<file path="src/rtl/mf3_pkg.sv">
// Shared constants and types of the 3x3 median filter.
package mf3_pkg;

  // Pixel and window geometry.
  localparam int PIX_W      = 8;
  localparam int WIN_COLS   = 3;
  localparam int WIN_TAPS   = 9;
  localparam int CENTER_TAP = 4;

  // Defaults for the top-level parameters.
  localparam int DEF_MAX_WIDTH = 1024;
  localparam int DEF_CHANNELS  = 3;

  // Register fields and their reset values.
  localparam int WIDTH_FIELD_W    = 11;
  localparam int HEIGHT_W         = 16;
  localparam int MIN_DIM          = 3;
  localparam int DEF_IMAGE_WIDTH  = 640;
  localparam int DEF_IMAGE_HEIGHT = 480;

  // Configuration write channel.
  localparam int CFG_DATA_W = 16;
  localparam int CFG_IDX_W  = 1;
  localparam logic [CFG_IDX_W-1:0] REG_IMAGE_WIDTH  = 1'b0;
  localparam logic [CFG_IDX_W-1:0] REG_IMAGE_HEIGHT = 1'b1;

  // Window queue between the front and the back.
  localparam int QUEUE_DEPTH = 4;
  localparam int QUEUE_LVL_W = $clog2(QUEUE_DEPTH + 1);

  // Per-window control flags that travel with each window.
  typedef struct packed {
    logic border;
    logic last;
  } mf3_flags_t;

endpackage

</file>
<file path="src/rtl/mf3_queue.sv">
// Short first-in first-out queue of windows between the front and the back.
module mf3_queue #(
  parameter int DATA_W = 8
) (
  input  logic                             clk_i,
  input  logic                             rst_ni,
  input  logic                             push_i,
  input  logic [DATA_W-1:0]                data_i,
  input  logic                             pop_i,
  output logic                             valid_o,
  output logic [DATA_W-1:0]                data_o,
  output logic [mf3_pkg::QUEUE_LVL_W-1:0]  level_o
);
  import mf3_pkg::*;

  localparam int PTR_W = $clog2(QUEUE_DEPTH);

  logic [DATA_W-1:0]      entry_q [QUEUE_DEPTH];
  logic [PTR_W-1:0]       wr_ptr_q, wr_ptr_d;
  logic [PTR_W-1:0]       rd_ptr_q, rd_ptr_d;
  logic [QUEUE_LVL_W-1:0] count_q, count_d;
  logic                   do_pop;

  assign valid_o = count_q != '0;
  assign data_o  = entry_q[rd_ptr_q];
  assign level_o = count_q;
  assign do_pop  = pop_i && valid_o;

  // Pointer and fill count update.
  always_comb begin
    wr_ptr_d = push_i ? wr_ptr_q + PTR_W'(1) : wr_ptr_q;
    rd_ptr_d = do_pop ? rd_ptr_q + PTR_W'(1) : rd_ptr_q;
    count_d  = count_q + QUEUE_LVL_W'(push_i) - QUEUE_LVL_W'(do_pop);
  end

  always_ff @(posedge clk_i or negedge rst_ni) begin
    if (!rst_ni) begin
      wr_ptr_q <= '0;
      rd_ptr_q <= '0;
      count_q  <= '0;
    end else begin
      wr_ptr_q <= wr_ptr_d;
      rd_ptr_q <= rd_ptr_d;
      count_q  <= count_d;
    end
  end

  // Entry storage.
  always_ff @(posedge clk_i) begin
    if (push_i) begin
      entry_q[wr_ptr_q] <= data_i;
    end
  end

endmodule

</file>
<file path="config.mk">
export PLATFORM = sky130hd
export DESIGN_NAME = mf3_queue
export DESIGN_NICKNAME = d
export VERILOG_FILES = /design/src/rtl/mf3_pkg.sv /design/src/rtl/mf3_queue.sv
export SDC_FILE = /design/constraint.sdc
export NUM_CORES = 1
export LEC_CHECK = 0
export ABC_AREA = 1
export BUFFER_PORTS_ARGS = -buffer_cell sky130_fd_sc_hd__buf_2
export CAP_MARGIN = 10
export CORE_MARGIN = 5
export CORE_UTILIZATION = 40
export DETAILED_ROUTE_END_ITERATION = 16
export HOLD_SLACK_MARGIN = 0.02
export PLACE_DENSITY_LB_ADDON = 0.08
export SETUP_SLACK_MARGIN = 0.4
export SYNTH_ARGS = -nofsm -noshare
export SYNTH_HDL_FRONTEND = slang
export SYNTH_SLANG_ARGS = --single-unit
</file>
<file path="constraint.sdc">
create_clock -name clk_i -period 2.4 [get_ports clk_i]
set_input_delay 0.12 -clock clk_i [delete_from_list [all_inputs] [get_ports clk_i]]
set_output_delay 0.12 -clock clk_i [all_outputs]
set_load 0.005 [all_outputs]
</file>
==> impl_metrics.tcl <==
set metrics [dict create \
    syn-num-nets 172 \
    worstReg2RegStart "level_o[0]" \
    maximum_vdd_ir_drop_v 0.0005980 \
    synth_simple_gate_area_share_pct 13.56 \
    cts_buffer_depth 2 \
    detailed_place_hpwl_um 1921 \
    holdCritStartpoint "data_i[1]" \
    layout_min_cycle_time_ns 1.935 \
    ys.warnings.count 0 \
    max-slew-margin-rel_pct 73.91 \
    final_min_period_over_clock_period_pct 80.61 \
    synth_xor_area_share_pct 1.540 \
    slew_viol_final 0 \
    whs_endpoint "entry_q[1][1]" \
    post_drt_via_cell_ratio 4.562 \
    area_delta_synth_final_pct 19.43 \
    fp.coreArea_um2 4058 \
    grt_resource_usage_total_pct 11.81 \
    cap_viol_max_count 0 \
    p_leak_uw 0.0009116 \
    fp.dieH_um 75.32 \
    design.die.area_um2 5673 \
    netlist_area_um2 1707 \
    number_of_antenna_violating_nets_in_the_routed_design 0 \
    worstSkewPairLatency_ns 0.29 \
    power.total_uw 2523 \
    clock-root-buffer "sky130_fd_sc_hd__clkbuf_8" \
    rsz0062_at_grt "no" \
    ff2ff_path_depth 11 \
    path_clk_slew_ns 0.07 \
    placementRows 23 \
    clock_sinks 39 \
    crit_path_max_incr_delay_ns 0.41 \
    overflow 0 \
    area_fraction_in_compound_gates_after_synthesis_pct 4.985 \
    crit_path_cell_trace "nor2_2, nand2_2, nand2_2, inv_2, ha_4, inv_2, ha_4, fa_2, xor2_1, nand2_1, nand2_1" \
    rrSetupSlack_ns 0.47 \
    antenna_found_initial 0 \
    hold_viol_final 0 \
    die_width_um 75.32 \
    grt_pass1_vias 1000 \
    ys_ff_latch 39 \
    setup_violations 0 \
    gp_routability_congestion 0.7214 \
    route.final.wire_length_um 3028 \
    cellPowerDensity_nw_per_um2 1238 \
    detail_route.wl_per_cell_um 13.00 \
    fin_tns_setup_ns 0 \
    number_of_port_buffers 23 \
    routed-via-count 1063 \
    critical_path_data_arrival_time_ns 2.11 \
    dr.first_iter.drc_count 73 \
    min-delay-path-class "primary input to flip-flop" \
    required_ns 2.58 \
    critical_path.startpoint_type "flip-flop" \
    initial_core_utilization_pct 42.06 \
    h-tree-depth 2 \
    drt_drc_violations_left 0 \
    skew_ns 0.003621 \
    top_level_ports 24 \
    outcome "finished clean" \
    tritoncts "built" \
    regToRegEndpoint "level_o[2]" \
    cpMaxStageDelayCell "sky130_fd_sc_hd__dfrtp_1" \
    yosys-mux-area-fraction_pct 0 \
    worst_hold_slack_ns 0.04397 \
    final_nets 201 \
    syn_area_per_cell_um2 11.15 \
    critical_path_class "flip-flop to flip-flop" \
    fraction_of_final_layout_cells_with_drive_strength_greater_than_1_pct 24.59 \
    largest_net_degree_at_the_start_of_global_routing 28 \
    synth_cells 153 \
    grt_first_pass_wirelength_um 4781 \
    crit_end_element "flip-flop" \
    synthAdderAreaFrac_pct 5.572 \
    achievable-frequency_mhz 516.9 \
    worstMarginPinSlew_ns 0.3909 \
    synth_top_family_by_area "simple AND/OR/NAND/NOR gates" \
    n_antenna_cell 0 \
    worst_hold_depth 1 \
    crit_path_max_fanout 3 \
    number_of_different_library_cells_in_the_post_synthesis_netlist 17 \
    numCtsBuffers 5 \
    share_of_synthesized_area_occupied_by_flip_flops_and_latches_pct 66.57 \
    firstDrtPassIters 4 \
]
==> flip-flops by register name, indices dropped and copies added, names as in the netlist <==
name and flops:
entry_q 32, rd_ptr_q 2, level_o 3, wr_ptr_q 2
==> layer usage <==
metal,track usage (%),routed length [um],vias to the layer above,share of wire (%)
met5,0,0,-,0
met2,18.31,1479,18,49
met1,14.84,1360,497,45
met4,5.049,30,0,0.99
li1,-,-,544,-
met3,4.485,157,4,5.2
==> report_power, final <==
group | total, uW | internal (uW) | switching, uW
Combinational | 905 | 359 | 547
Sequential | 983 | 909 | 73.7
Clock | 635 | 415 | 219
Total | 2520 | 1680 | 839
==> cell type report <==
cell class                 instances  area (um2)
multi-input combinational         86       473.0
tap                               50       62.56
sequential                        39        1136
timing repair buffer              27       147.6
fill                             371        2019
inverter                          23       86.33
clock inverter                     2       60.06
clock buffer                       6       72.57
==> cells in the final DEF, fill, tap and decap left out <==
master	count
sky130_fd_sc_hd__buf_2	23
sky130_fd_sc_hd__buf_4	3
sky130_fd_sc_hd__bufinv_16	2
sky130_fd_sc_hd__clkbuf_1	1
sky130_fd_sc_hd__clkbuf_8	5
sky130_fd_sc_hd__dfrtp_1	7
sky130_fd_sc_hd__dlygate4sd3_1	1
sky130_fd_sc_hd__edfxtp_1	32
sky130_fd_sc_hd__fa_2	1
sky130_fd_sc_hd__ha_1	4
sky130_fd_sc_hd__ha_4	2
sky130_fd_sc_hd__inv_1	20
sky130_fd_sc_hd__inv_2	3
sky130_fd_sc_hd__nand2_1	38
sky130_fd_sc_hd__nand2_2	2
sky130_fd_sc_hd__nand3_1	2
sky130_fd_sc_hd__nor2_1	13
sky130_fd_sc_hd__nor2_2	4
sky130_fd_sc_hd__o21ai_0	5
sky130_fd_sc_hd__o21ai_1	12
sky130_fd_sc_hd__xnor2_1	1
sky130_fd_sc_hd__xor2_1	2
==> synthesized netlist by cell type <==
library cell	count	area, um2
sky130_fd_sc_hd__nand2_1	40	150.1
sky130_fd_sc_hd__edfxtp_1	32	960.9
sky130_fd_sc_hd__inv_1	22	82.58
sky130_fd_sc_hd__nor2_1	14	52.55
sky130_fd_sc_hd__o21ai_1	12	60.06
sky130_fd_sc_hd__dfrtp_1	7	175.2
sky130_fd_sc_hd__ha_1	6	75.07
sky130_fd_sc_hd__o21ai_0	5	25.02
sky130_fd_sc_hd__buf_6	3	33.78
sky130_fd_sc_hd__nor2_2	3	18.77
sky130_fd_sc_hd__nand3_1	2	10.01
sky130_fd_sc_hd__xor2_1	2	17.52
sky130_fd_sc_hd__buf_4	1	7.510
sky130_fd_sc_hd__clkbuf_2	1	5.000
sky130_fd_sc_hd__fa_1	1	20.02
sky130_fd_sc_hd__inv_2	1	3.750
sky130_fd_sc_hd__xnor2_1	1	8.760
==> timing repair <==
action,CTS,global route
buffers inserted,0,2
hold buffers,1,0
setup endpoints to repair,1,1
gates resized for setup,1,8
pin swaps,0,6
hold endpoints to repair,7,0
==> worst max-delay path: cells and delay by family (launching register included) <==
| kind | cells | cell delay, ns |
|---|---|---|
| adder cells (fa/ha/maj) | 3 | 0.77 |
| buffers and inverters | 2 | 0.08 |
| XOR/XNOR | 1 | 0.15 |
| AND/OR/NAND/NOR | 5 | 0.42 |
| flip-flops | 1 | 0.41 |
==> metrics by stage <==
stage          util, %  std cells  area [um2]  worst slack (ns)
6_report         50.23        233        2038            0.4654
4_1_cts          49.06        231        1991            0.4263
3_3_place_gp     45.48        222        1846            0.4212
3_5_place_dp     45.48        222        1846            0.3894
5_1_grt          50.23        233        2038            0.3669
2_1_floorplan        -        153        1707            0.4422
==> worst max path at each step <==
stage                     depth (start not counted)  slack (ns)          to  startpoint
after floorplan                                  11        0.44  level_o[2]  level_o[1]
after global placement                           11        0.42  level_o[2]  level_o[1]
after detailed placement                         11        0.39  level_o[2]  level_o[1]
after CTS                                        11        0.43  level_o[2]  level_o[1]
after global routing                             11        0.37  level_o[2]  level_o[0]
final                                            11        0.47  level_o[2]  level_o[0]
==> cells by family (layout without fill, tap and decap cells) <==
family                     after synthesis  count (layout)
buffers and inverters                   28              58
DFF                                     39              39
xor gates and xnor gates                 3               3
AOI/OAI and AO/OA                       17              17
and+or+nand+nor                         59              59
adders and majority gates                7               7
Power figures use the tool's default switching activity.
