==> src/rtl/mf3_pkg.sv <==
// Shared constants and types of the 3x3 median filter.
package mf3_pkg;

  // Pixel and window geometry.
  localparam int PIX_W      = 8;
  localparam int WIN_COLS   = 3;
  localparam int WIN_TAPS   = 9;
  localparam int CENTER_TAP = 4;

  // Defaults for the top-level parameters.
  localparam int DEF_MAX_WIDTH = 1024;
  localparam int DEF_CHANNELS  = 3;

  // Register fields and their reset values.
  localparam int WIDTH_FIELD_W    = 11;
  localparam int HEIGHT_W         = 16;
  localparam int MIN_DIM          = 3;
  localparam int DEF_IMAGE_WIDTH  = 640;
  localparam int DEF_IMAGE_HEIGHT = 480;

  // Configuration write channel.
  localparam int CFG_DATA_W = 16;
  localparam int CFG_IDX_W  = 1;
  localparam logic [CFG_IDX_W-1:0] REG_IMAGE_WIDTH  = 1'b0;
  localparam logic [CFG_IDX_W-1:0] REG_IMAGE_HEIGHT = 1'b1;

  // Window queue between the front and the back.
  localparam int QUEUE_DEPTH = 4;
  localparam int QUEUE_LVL_W = $clog2(QUEUE_DEPTH + 1);

  // Per-window control flags that travel with each window.
  typedef struct packed {
    logic border;
    logic last;
  } mf3_flags_t;

endpackage

==> src/rtl/mf3_back.sv <==
// Back end: pipelined median of nine per channel and the output register.
module mf3_back #(
  parameter int CHANNELS = mf3_pkg::DEF_CHANNELS
) (
  input  logic                                  clk_i,
  input  logic                                  rst_ni,
  input  logic                                  q_valid_i,
  output logic                                  q_pop_o,
  input  mf3_pkg::mf3_flags_t                   q_flags_i,
  input  logic [mf3_pkg::WIN_TAPS-1:0][CHANNELS-1:0][mf3_pkg::PIX_W-1:0] q_win_i,
  output logic                                  m_valid_o,
  input  logic                                  m_ready_i,
  output logic [CHANNELS-1:0][mf3_pkg::PIX_W-1:0] m_pixel_o,
  output logic                                  m_last_o
);
  import mf3_pkg::*;

  typedef logic [CHANNELS-1:0][PIX_W-1:0]               pix_t;
  typedef logic [WIN_COLS-1:0][CHANNELS-1:0][PIX_W-1:0] col_t;

  function automatic logic [PIX_W-1:0] min2(input logic [PIX_W-1:0] a,
                                            input logic [PIX_W-1:0] b);
    return (a < b) ? a : b;
  endfunction

  function automatic logic [PIX_W-1:0] max2(input logic [PIX_W-1:0] a,
                                            input logic [PIX_W-1:0] b);
    return (a < b) ? b : a;
  endfunction

  function automatic logic [PIX_W-1:0] med3(input logic [PIX_W-1:0] a,
                                            input logic [PIX_W-1:0] b,
                                            input logic [PIX_W-1:0] c);
    return max2(min2(a, b), min2(max2(a, b), c));
  endfunction

  // Stage 1: each window column sorted into minimum, median and maximum.
  col_t       s1_min_q, s1_med_q, s1_max_q;
  col_t       s1_min_d, s1_med_d, s1_max_d;
  pix_t       s1_ctr_q;
  mf3_flags_t s1_flags_q;
  logic       s1_valid_q;
  // Stage 2: largest minimum, median of medians, smallest maximum.
  pix_t       s2_lo_q, s2_mid_q, s2_hi_q;
  pix_t       s2_lo_d, s2_mid_d, s2_hi_d;
  pix_t       s2_ctr_q;
  mf3_flags_t s2_flags_q;
  logic       s2_valid_q;
  // Output register.
  pix_t       out_pix_q, out_pix_d;
  logic       out_last_q;
  logic       out_valid_q;

  logic s1_ready, s2_ready, out_ready;

  // Stall chain from the output back to the queue.
  assign out_ready = !out_valid_q || m_ready_i;
  assign s2_ready  = !s2_valid_q || out_ready;
  assign s1_ready  = !s1_valid_q || s2_ready;
  assign q_pop_o   = q_valid_i && s1_ready;

  // Column sorts.
  always_comb begin
    for (int j = 0; j < WIN_COLS; j++) begin
      for (int c = 0; c < CHANNELS; c++) begin
        s1_min_d[j][c] = min2(min2(q_win_i[j*WIN_COLS][c], q_win_i[j*WIN_COLS+1][c]),
                              q_win_i[j*WIN_COLS+2][c]);
        s1_max_d[j][c] = max2(max2(q_win_i[j*WIN_COLS][c], q_win_i[j*WIN_COLS+1][c]),
                              q_win_i[j*WIN_COLS+2][c]);
        s1_med_d[j][c] = med3(q_win_i[j*WIN_COLS][c], q_win_i[j*WIN_COLS+1][c],
                              q_win_i[j*WIN_COLS+2][c]);
      end
    end
  end

  // Reduce the sorted columns to three candidates.
  always_comb begin
    for (int c = 0; c < CHANNELS; c++) begin
      s2_lo_d[c]  = max2(max2(s1_min_q[0][c], s1_min_q[1][c]), s1_min_q[2][c]);
      s2_mid_d[c] = med3(s1_med_q[0][c], s1_med_q[1][c], s1_med_q[2][c]);
      s2_hi_d[c]  = min2(min2(s1_max_q[0][c], s1_max_q[1][c]), s1_max_q[2][c]);
    end
  end

  // Median of the candidates, or the centre pixel on the border ring.
  always_comb begin
    for (int c = 0; c < CHANNELS; c++) begin
      out_pix_d[c] = s2_flags_q.border ? s2_ctr_q[c]
                                       : med3(s2_lo_q[c], s2_mid_q[c], s2_hi_q[c]);
    end
  end

  // Stage valid bits.
  always_ff @(posedge clk_i or negedge rst_ni) begin
    if (!rst_ni) begin
      s1_valid_q  <= 1'b0;
      s2_valid_q  <= 1'b0;
      out_valid_q <= 1'b0;
    end else begin
      if (s1_ready) begin
        s1_valid_q <= q_valid_i;
      end
      if (s2_ready) begin
        s2_valid_q <= s1_valid_q;
      end
      if (out_ready) begin
        out_valid_q <= s2_valid_q;
      end
    end
  end

  // Stage payloads.
  always_ff @(posedge clk_i) begin
    if (q_pop_o) begin
      s1_min_q   <= s1_min_d;
      s1_med_q   <= s1_med_d;
      s1_max_q   <= s1_max_d;
      s1_ctr_q   <= q_win_i[CENTER_TAP];
      s1_flags_q <= q_flags_i;
    end
    if (s2_ready && s1_valid_q) begin
      s2_lo_q    <= s2_lo_d;
      s2_mid_q   <= s2_mid_d;
      s2_hi_q    <= s2_hi_d;
      s2_ctr_q   <= s1_ctr_q;
      s2_flags_q <= s1_flags_q;
    end
    if (out_ready && s2_valid_q) begin
      out_pix_q  <= out_pix_d;
      out_last_q <= s2_flags_q.last;
    end
  end

  assign m_valid_o = out_valid_q;
  assign m_pixel_o = out_pix_q;
  assign m_last_o  = out_last_q;

endmodule

==> config.mk <==
export PLATFORM = sky130hd
export DESIGN_NAME = mf3_back
export DESIGN_NICKNAME = d
export VERILOG_FILES = /design/src/rtl/mf3_pkg.sv /design/src/rtl/mf3_back.sv
export SDC_FILE = /design/constraint.sdc
export NUM_CORES = 1
export LEC_CHECK = 0
export ABC_CLOCK_PERIOD_IN_PS = 24000
export BUFFER_PORTS_ARGS = -buffer_cell sky130_fd_sc_hd__buf_2
export CORE_ASPECT_RATIO = 0.6
export CORE_MARGIN = 4
export CORE_UTILIZATION = 25
export CTS_BUF_LIST = sky130_fd_sc_hd__clkbuf_16
export CTS_CLUSTER_SIZE = 30
export DETAILED_ROUTE_END_ITERATION = 7
export PLACE_DENSITY = 0.49
export SYNTH_ARGS = -nofsm -noshare
export SYNTH_HDL_FRONTEND = slang
export SYNTH_SLANG_ARGS = --single-unit
export TNS_END_PERCENT = 20
==> constraint.sdc <==
create_clock -name clk_i -period 24 [get_ports clk_i]
set_input_delay 2.4 -clock clk_i [delete_from_list [all_inputs] [get_ports clk_i]]
set_output_delay 2.4 -clock clk_i [all_outputs]
set_load 0.02 [all_outputs]
==> impl_results.rst, run 1 <==
.. list-table::
   :header-rows: 1

   * - Metric
     - Value
   * - Detailed-route DRC error count
     - 0
   * - Num ports
     - 249
   * - Achievable frequency
     - 123 MHz
   * - Clk slew on worst S/H paths
     - 60 ps
   * - First-pass GRT wire length
     - 147 mm
   * - Largest driver fanout on the critical path
     - 23
   * - Site Rows
     - 100
   * - Synthesis-to-finish area growth
     - 14.7%
   * - Worst min path class
     - flip-flop to flip-flop
   * - Pwr Density
     - 114 nW/µm²
   * - Fin Clk Skew
     - 29.9 ps
   * - Max_slew headroom
     - 17.2%
   * - Count of max-cap constraint violations
     - 0
   * - Starting DRC count in detailed routing
     - 1,665
   * - CP Data Arrival Time
     - approximately 8600 ps
   * - CP max stage delay
     - roughly 890 ps
   * - CP endpoint kind
     - flip-flop
   * - Post-synth top area cell
     - edfxtp_1
   * - Count of flip-flops with a built-in enable after synthesis
     - 365
   * - Hold Slack
     - 419 ps
   * - Instance count along the most critical hold path
     - 0
   * - Worst slack at placement
     - 15,340 ps
   * - Instance count of the mapped netlist
     - 3,169
   * - Total nets after synthesis
     - approximately 3,900
   * - Reg2reg path depth
     - 22
   * - Antenna violation net count after detailed routing
     - 0
   * - Post-DP HPWL
     - 82.1 mm
   * - Latest clock arrival within the worst-skew pair
     - slightly below 600 ps
   * - Most common flop cell mapped by yosys
     - edfxtp_1
   * - Post-route cell area
     - 36,200 µm²
   * - Netlist area before placement
     - 31,600 µm²
   * - Share of the synthesized area in the top cell type
     - 34.7%
   * - Total die area
     - roughly 130,000 µm²
   * - Final number of hold-violating endpoints
     - 0
   * - Number of global-route vias before repair
     - between 20,000 and 25,000
   * - Via count of the routed design
     - 24,035
   * - CP Launch Type
     - primary input
   * - Initial core utilization
     - 25.3%
   * - Distinct cell type count of the synthesized netlist
     - 68
   * - Hold Path Origin
     - s1_ctr_q[12]
   * - Antenna violations before repair
     - 25
   * - Floorplan Core Area
     - 125,000 µm²
   * - Filler-free cell count of the finished design
     - slightly above 5,000
   * - Buffer depth of the longest clock path
     - 3
   * - Detail-routed net length per standard cell
     - approximately 19 µm
   * - Crit path launch
     - q_win_i[105]
   * - H-tree depth
     - 2
   * - Clock root buffer
     - clkbuf_16
   * - Cell with the most instances after synthesis
     - ha_1
   * - Crit share post-route
     - between 30% and 40%
   * - Count of input and output buffers
     - around 250
   * - Hold Buf Count CTS
     - 0
   * - Cells traversed along the worst timing path
     - buf_2 > inv_1 > ha_1 > a2111oi_2 > o21bai_1 > a221oi_4 > mux2_2 > ha_1 > a21o_1 > a21o_1 > a21oi_1 > a21boi_0 > o21ai_2 > mux2i_1 > ha_1 > a21o_1 > a21o_1 > a221oi_1 > o21a_1 > mux2i_1
   * - Fraction of layout instances using a drive strength above 1
     - 17.6%
   * - Die extent in y
     - 283 µm
   * - Total Wirelength
     - 99.0 mm
   * - Final Critical Period
     - 8140 ps
   * - Postcts setup bufs
     - 0
   * - Largest net degree at the start of global routing
     - 150
   * - Total global-route track usage
     - 14.5%
   * - Total leakage power
     - ~16 nW
   * - Maximum resistive drop on vdd
     - 75.6 µV
   * - Weighted congestion at the end of routability-driven global placement
     - 0.845
   * - Commonest cells post-synth
     - ha_1, inv_1, edfxtp_1
   * - Seq cells post-synth
     - 368
   * - DRT Pass-1 Iters
     - 6
   * - Sequential cell area fraction in the yosys report
     - 35.0%
   * - Syn. warnings
     - 0
   * - # placed instances
     - 5,047
   * - Routed vias/inst
     - 4.69
   * - Slew Limit Fails
     - 0
   * - Number of nets in the layout
     - 4,092
   * - CTS Sinks
     - ~370
   * - Die boundary width
     - between 400 and 500 µm
   * - Resize count post-CTS
     - 0
   * - Core utilization of the finished layout
     - 29.1%
   * - Total of endpoints with negative setup slack in the final report
     - 0
   * - Setup TNS after final layout
     - 0 ps
   * - Type of the worst setup path
     - primary input to flip-flop
   * - Post-Place Cell Area
     - about 35,000 µm²
   * - Slew at the pin closest to its max-slew limit
     - around 1200 ps
   * - RSZ-0062 raised after global routing
     - false
   * - Post-layout total power
     - 4.14 mW
   * - Data required time of the worst path
     - 24,410 ps
   * - Slowest cell on crit path
     - a221oi_4
   * - Fraction of registers with async set or reset after synthesis
     - less than 1%
   * - Run status
     - completed
   * - Count of filler cells inserted in the layout
     - 13,128
   * - Biggest area contributors in the synthesized netlist
     - edfxtp_1, ha_1, mux2_2
   * - Number of clock buffers inserted by TritonCTS
     - 42
   * - Setup slack of the critical path after layout
     - 15,860 ps
   * - Launch point of the worst reg-to-reg path
     - s2_mid_q[19]
   * - Total congestion overflow
     - 0
   * - Most numerous cell on the critical path
     - a21o_1
   * - Avg Cell Area, Syn
     - 9.96 µm²
   * - Clock tree from TritonCTS
     - built
==> metal layers <==
layer | GRT usage, % | part of all wire (%)
met3 | 3.33 | 6.2
met1 | 24.2 | 56
met4 | 2.46 | 1.2
met2 | 18.4 | 36
met5 | 0 | 0.081
==> registers in the layout, indices dropped and copies added, names as in the netlist, 24 cells and up <==
register	count
s2_ctr_q	24
s1_max_q	72
s1_min_q	72
s1_ctr_q	24
s2_lo_q	24
m_pixel_o	24
s2_mid_q	24
s2_hi_q	24
s1_med_q	72
==> layout by cell type, fill, tap and decap left out, types with 9 or more instances in the layout <==
cell type	n
a211o_1	13
o31ai_1	15
o211ai_1	18
nand4_1	35
nor3_1	18
diode_2	10
o21a_1	38
o21ai_0	281
mux2i_1	260
or3_1	13
nand3_1	14
a221oi_1	11
edfxtp_1	365
mux2_2	234
nor3b_1	9
nor2b_1	33
a21oi_1	157
a21o_1	72
nand2b_1	27
nor2_1	114
buf_4	24
buf_2	248
inv_1	432
a211oi_1	41
ha_1	462
and3_1	13
a31oi_1	12
a2111oi_0	11
nand2_1	259
and4_1	18
clkbuf_16	42
==> report_power, final <==
group / total, mW / switching (mW) / internal [mW]
clock: 0.666 / 0.281 / 0.385
sequential: 1.08 / 0.137 / 0.944
combinational: 2.39 / 1.42 / 0.977
total: 4.14 / 1.83 / 2.31
==> critical path, delay by kind of cell <==
kind                     cells  cell delay, ps
buffers and inverters        2             150
AO/OA/AOI/OAI               12            4090
adder cells (fa/ha/maj)      3             860
multiplexers                 3            1030
==> cell type report <==
type / count / area, µm² / share of cell area (%)
multi-input cells: 2293 / 18600 / 51.4
diodes: 10 / 25.0 / 0.0691
well taps: 1683 / 2110 / 5.82
inverters: 430 / 1610 / 4.46
flip-flops and latches: 368 / 11000 / 30.5
clock inverters: 29 / 324 / 0.895
clock buffers: 42 / 1050 / 2.90
repair buffers: 273 / 1440 / 3.98
==> worst paths after layout <==
path,endpoint,slack (ps)
max,s1_med_q[34],15860
min,s2_ctr_q[12],420
max reg2reg,m_pixel_o[16],16830
min reg2reg,s2_ctr_q[12],420
max in group asynchronous,m_valid_o,22260
min in group asynchronous,s1_valid_q,1630
==> logic make-up (layout without fill, tap and decap cells) <==
| kind of cell | Yosys count | count (layout) | synth area share [%] |
|---|---|---|---|
| DFF | 368 | 368 | 35.0 |
| buffers and inverters | 508 | 774 | 6.14 |
| and+or+nand+nor | 579 | 579 | 8.65 |
| AOI/OAI and AO/OA | 756 | 756 | 15.2 |
| adders and majority gates | 462 | 462 | 18.3 |
| muxes | 496 | 496 | 16.7 |
| other | 0 | 10 | 0 |
(Power assumes the default switching activity.)
==> inputs of run 2 (changes only) <==
ABC_CLOCK_PERIOD_IN_PS = 7600   (was 24000)
clock period = 7.6 ns   (was 24 ns; I/O delays follow)
==> impl_results.rst, run 2 (synthesis gave the netlist of run 1 again) <==
.. list-table::
   :header-rows: 1

   * - Metric
     - Value
   * - Total global-route track usage
     - 14.5% (about the same)
   * - Postcts setup bufs
     - 0 (unchanged)
   * - CTS Sinks
     - 368 (unchanged)
   * - Type of the worst setup path
     - flip-flop to flip-flop (was primary input to flip-flop)
   * - CP max stage delay
     - 560 ps (was 890 ps)
   * - Endpoint of the worst register-to-register path
     - s2_mid_q[8] (was m_pixel_o[16])
   * - Minimum setup slack among reg-to-reg paths
     - 1020 ps (was 16,830 ps)
   * - Total of endpoints with negative setup slack in the final report
     - 0 (unchanged)
   * - Achievable frequency
     - between 150 and 200 MHz
   * - DRT Pass-1 Iters
     - 6 (unchanged)
   * - Latest clock arrival within the worst-skew pair
     - 590 ps (was 580 ps)
   * - CP Data Arrival Time
     - 6920 ps (was 8550 ps)
   * - Clock root buffer
     - clkbuf_16 (unchanged)
   * - Largest driver fanout on the critical path
     - 15 (was 23)
   * - Crit share post-route
     - around 87%
   * - Detailed-route DRC error count
     - 0 (unchanged)
   * - Total congestion overflow
     - 0 (unchanged)
   * - Data required time of the worst path
     - 7930 ps (was 24,410 ps)
   * - Largest delay share family, worst path
     - compound AO/OA/AOI/OAI gates (unchanged)
   * - Max_slew headroom
     - 28.1% (was 17.2%)
   * - Slew Limit Fails
     - 0 (unchanged)
   * - Core utilization of the finished layout
     - 29.0% (was 29.1%)
   * - Number of global-route vias before repair
     - 22,767 (was 23,019)
   * - Final number of hold-violating endpoints
     - 0 (unchanged)
   * - Launch point of the worst reg-to-reg path
     - s1_med_q[34] (was s2_mid_q[19])
   * - Buffer depth of the longest clock path
     - 3 (unchanged)
   * - Hold Slack
     - 368 ps (was 419 ps)
   * - Setup TNS after final layout
     - 0 ps (unchanged)
   * - RSZ-0062 raised after global routing
     - false (unchanged)
   * - Worst hold endpoint
     - s1_ctr_q[9] (was s2_ctr_q[12])
   * - Commonest non-fill, non-tap cell in the layout
     - ha_1 (unchanged)
   * - Number of clock buffers inserted by TritonCTS
     - 42 (unchanged)
   * - Initial core utilization
     - 25.3% (unchanged)
   * - Synthesis-to-finish area growth
     - 14.7% (about the same)
   * - Internal power
     - 7.26 mW (was 2.31 mW)
   * - Final Critical Period
     - 6580 ps
   * - Slowest cell on crit path
     - a221oi_1 (was a221oi_4)
   * - Largest net degree at the start of global routing
     - 71 (was 150)
   * - Part of the total power dissipated in sequential elements
     - 26.2% (was 26.1%)
   * - Worst min path class
     - primary input to flip-flop (was flip-flop to flip-flop)
   * - Reg2reg path depth
     - 23 (was 22)
   * - Instance count along the most critical hold path
     - 1 (was 0)
   * - Cells traversed along the worst timing path
     - inv_1 > ha_1 > a21oi_1 > o21ai_0 > a221oi_1 > nand2_1 > a21o_1 > mux2_2 > ha_1 > a211o_1 > or2_2 > or3_1 > a211oi_1 > a211o_1 > mux2i_1 > ha_1 > a21oi_1 > nor2_1 > a211o_1 > a21oi_1 > o211a_1 > o211ai_1 > and3b_1 (was buf_2 > inv_1 > ha_1 > a2111oi_2 > o21bai_1 > a221oi_4 > mux2_2 > ha_1 > a21o_1 > a21o_1 > a21oi_1 > a21boi_0 > o21ai_2 > mux2i_1 > ha_1 > a21o_1 > a21o_1 > a221oi_1 > o21a_1 > mux2i_1)
   * - Antenna violations before repair
     - 22 (was 25)
   * - Die boundary width
     - 467 µm (unchanged)
   * - Clock tree from TritonCTS
     - built (unchanged)
   * - Total Wirelength
     - 99.3 mm (was 99.0 mm)
   * - Site Rows
     - 100 (unchanged)
   * - Detail-routed net length per standard cell
     - 19.4 µm (was 19.3 µm)
   * - Clk slew on worst S/H paths
     - 70 ps (was 60 ps)
   * - Maximum resistive drop on vdd
     - 204 µV (was 75.6 µV)
   * - Starting DRC count in detailed routing
     - 1,927 (was 1,665)
   * - Part of the total power dissipated in the clock network
     - 15.9% (was 16.1%)
   * - Via count of the routed design
     - 24,207 (was 24,035)
   * - Antenna violation net count after detailed routing
     - 0 (unchanged)
   * - Num ports
     - 249 (unchanged)
   * - Count of max-cap constraint violations
     - 0 (unchanged)
   * - Hold Path Origin
     - q_win_i[105] (was s1_ctr_q[12])
   * - First-pass GRT wire length
     - 146 mm (was 147 mm)
   * - Run status
     - completed (unchanged)
   * - CP endpoint kind
     - flip-flop (unchanged)
   * - Number of nets in the layout
     - 4,097 (was 4,092)
   * - Pwr Density
     - 360 nW/µm² (was 114 nW/µm²)
   * - Routed vias/inst
     - 4.72 (was 4.69)
   * - Floorplan Core Area
     - 125,000 µm² (unchanged)
   * - CP Launch Type
     - flip-flop (was primary input)
   * - Share of power burned in combinational logic
     - 57.8% (about the same)
   * - Registers with the highest flip-flop counts
     - s1_max_q (72), s1_med_q (72), s1_min_q (72) (unchanged)
   * - H-tree depth
     - 2 (unchanged)
   * - Count of input and output buffers
     - 248 (unchanged)
   * - Post-DP HPWL
     - 82.7 mm (was 82.1 mm)
   * - Sw power
     - 5.79 mW (was 1.83 mW)
   * - Total leakage power
     - 16.3 nW (about the same)
   * - Slew at the pin closest to its max-slew limit
     - 1080 ps (was 1230 ps)
   * - Weighted congestion at the end of routability-driven global placement
     - 0.856 (was 0.845)
   * - Fraction of layout instances using a drive strength above 1
     - 17.6% (about the same)
   * - Sum of buffers and inverters on the critical path
     - 1 (was 2)
   * - Switching power share of the total
     - 44.3% (about the same)
   * - Total die area
     - 132,000 µm² (unchanged)
   * - Fin Clk Skew
     - 22.4 ps (was 29.9 ps)
   * - Die extent in y
     - 283 µm (unchanged)
   * - Resize count post-CTS
     - 0 (unchanged)
   * - Most used cells in the layout excluding fill and tap cells
     - ha_1, inv_1, edfxtp_1 (unchanged)
-- run 2: how the worst max path moves through the flow --
stage,cells past startpoint,slack (ps),start,endpoint
2_1_floorplan,24,1680,s2_lo_q[19],m_pixel_o[16]
3_3_place_gp,20,1110,q_win_i[105],s1_med_q[37]
3_5_place_dp,20,890,q_win_i[105],s1_med_q[33]
4_1_cts,23,1080,s1_med_q[34],s2_mid_q[8]
5_1_grt,23,500,s1_med_q[34],s2_mid_q[8]
6_report,23,1020,s1_med_q[34],s2_mid_q[8]
-- run 2: what timing repair did --
action                     4_1_cts  5_1_grt
hold buffers                     1        0
setup endpoints to repair        0        0
hold endpoints to repair         3        0
-- run 2: final cells by class --
type,instances,area (µm²)
Inverter,430,1610
Antenna cell,1,2.50
Timing Repair Buffer,278,1470
Sequential cell,368,11000
Tap cell,1683,2110
Fill cell,13067,88400
Clock inverter,31,282
Clock buffer,43,1080
Multi-Input combinational cell,2293,18600
-- run 2: power groups by stage --
stage	Clock, mW	Sequential [mW]	Combinational [mW]
5_1_grt	2.24	3.47	8.50
2_1_floorplan	0	3.28	5.44
4_1_cts	2.16	3.42	7.50
3_3_place_gp	0	3.46	7.42
3_5_place_dp	0	3.45	7.45
6_report	2.08	3.42	7.55
-- run 2: routing by layer --
layer | track usage (%) | share of wire (%) | vias up
met5 | 0 | 0.043 | -
met4 | 2.31 | 1.4 | 8
met3 | 2.83 | 6.4 | 81
met2 | 18.1 | 36 | 582
met1 | 24.7 | 56 | 11369
li1 | - | - | 12167
-- run 2: through the flow --
stage | instances | cell area (µm²) | total power, mW | worst slack [ps]
after floorplan | 3169 | 31600 | 8.72 | 1680
after global placement | 5051 | 34800 | 10.9 | 1110
after detailed placement | 5051 | 34800 | 10.9 | 892
after CTS | 5126 | 36200 | 13.1 | 1080
after global routing | 5127 | 36200 | 14.2 | 495
final | 5127 | 36200 | 13.0 | 1020
-- run 2: worst reg2reg max path, cell delays in order (launching register included) --
cell and delay [ps]:
edfxtp_1 430, inv_1 80, ha_1 230, a21oi_1 120, o21ai_0 110, a221oi_1 560, nand2_1 190, a21o_1 370
mux2_2 360, ha_1 300, a211o_1 330, or2_2 290, or3_1 300, a211oi_1 220, a211o_1 390, mux2i_1 310
ha_1 290, a21oi_1 160, nor2_1 60, a211o_1 270, a21oi_1 190, o211a_1 430, o211ai_1 150, and3b_1 190
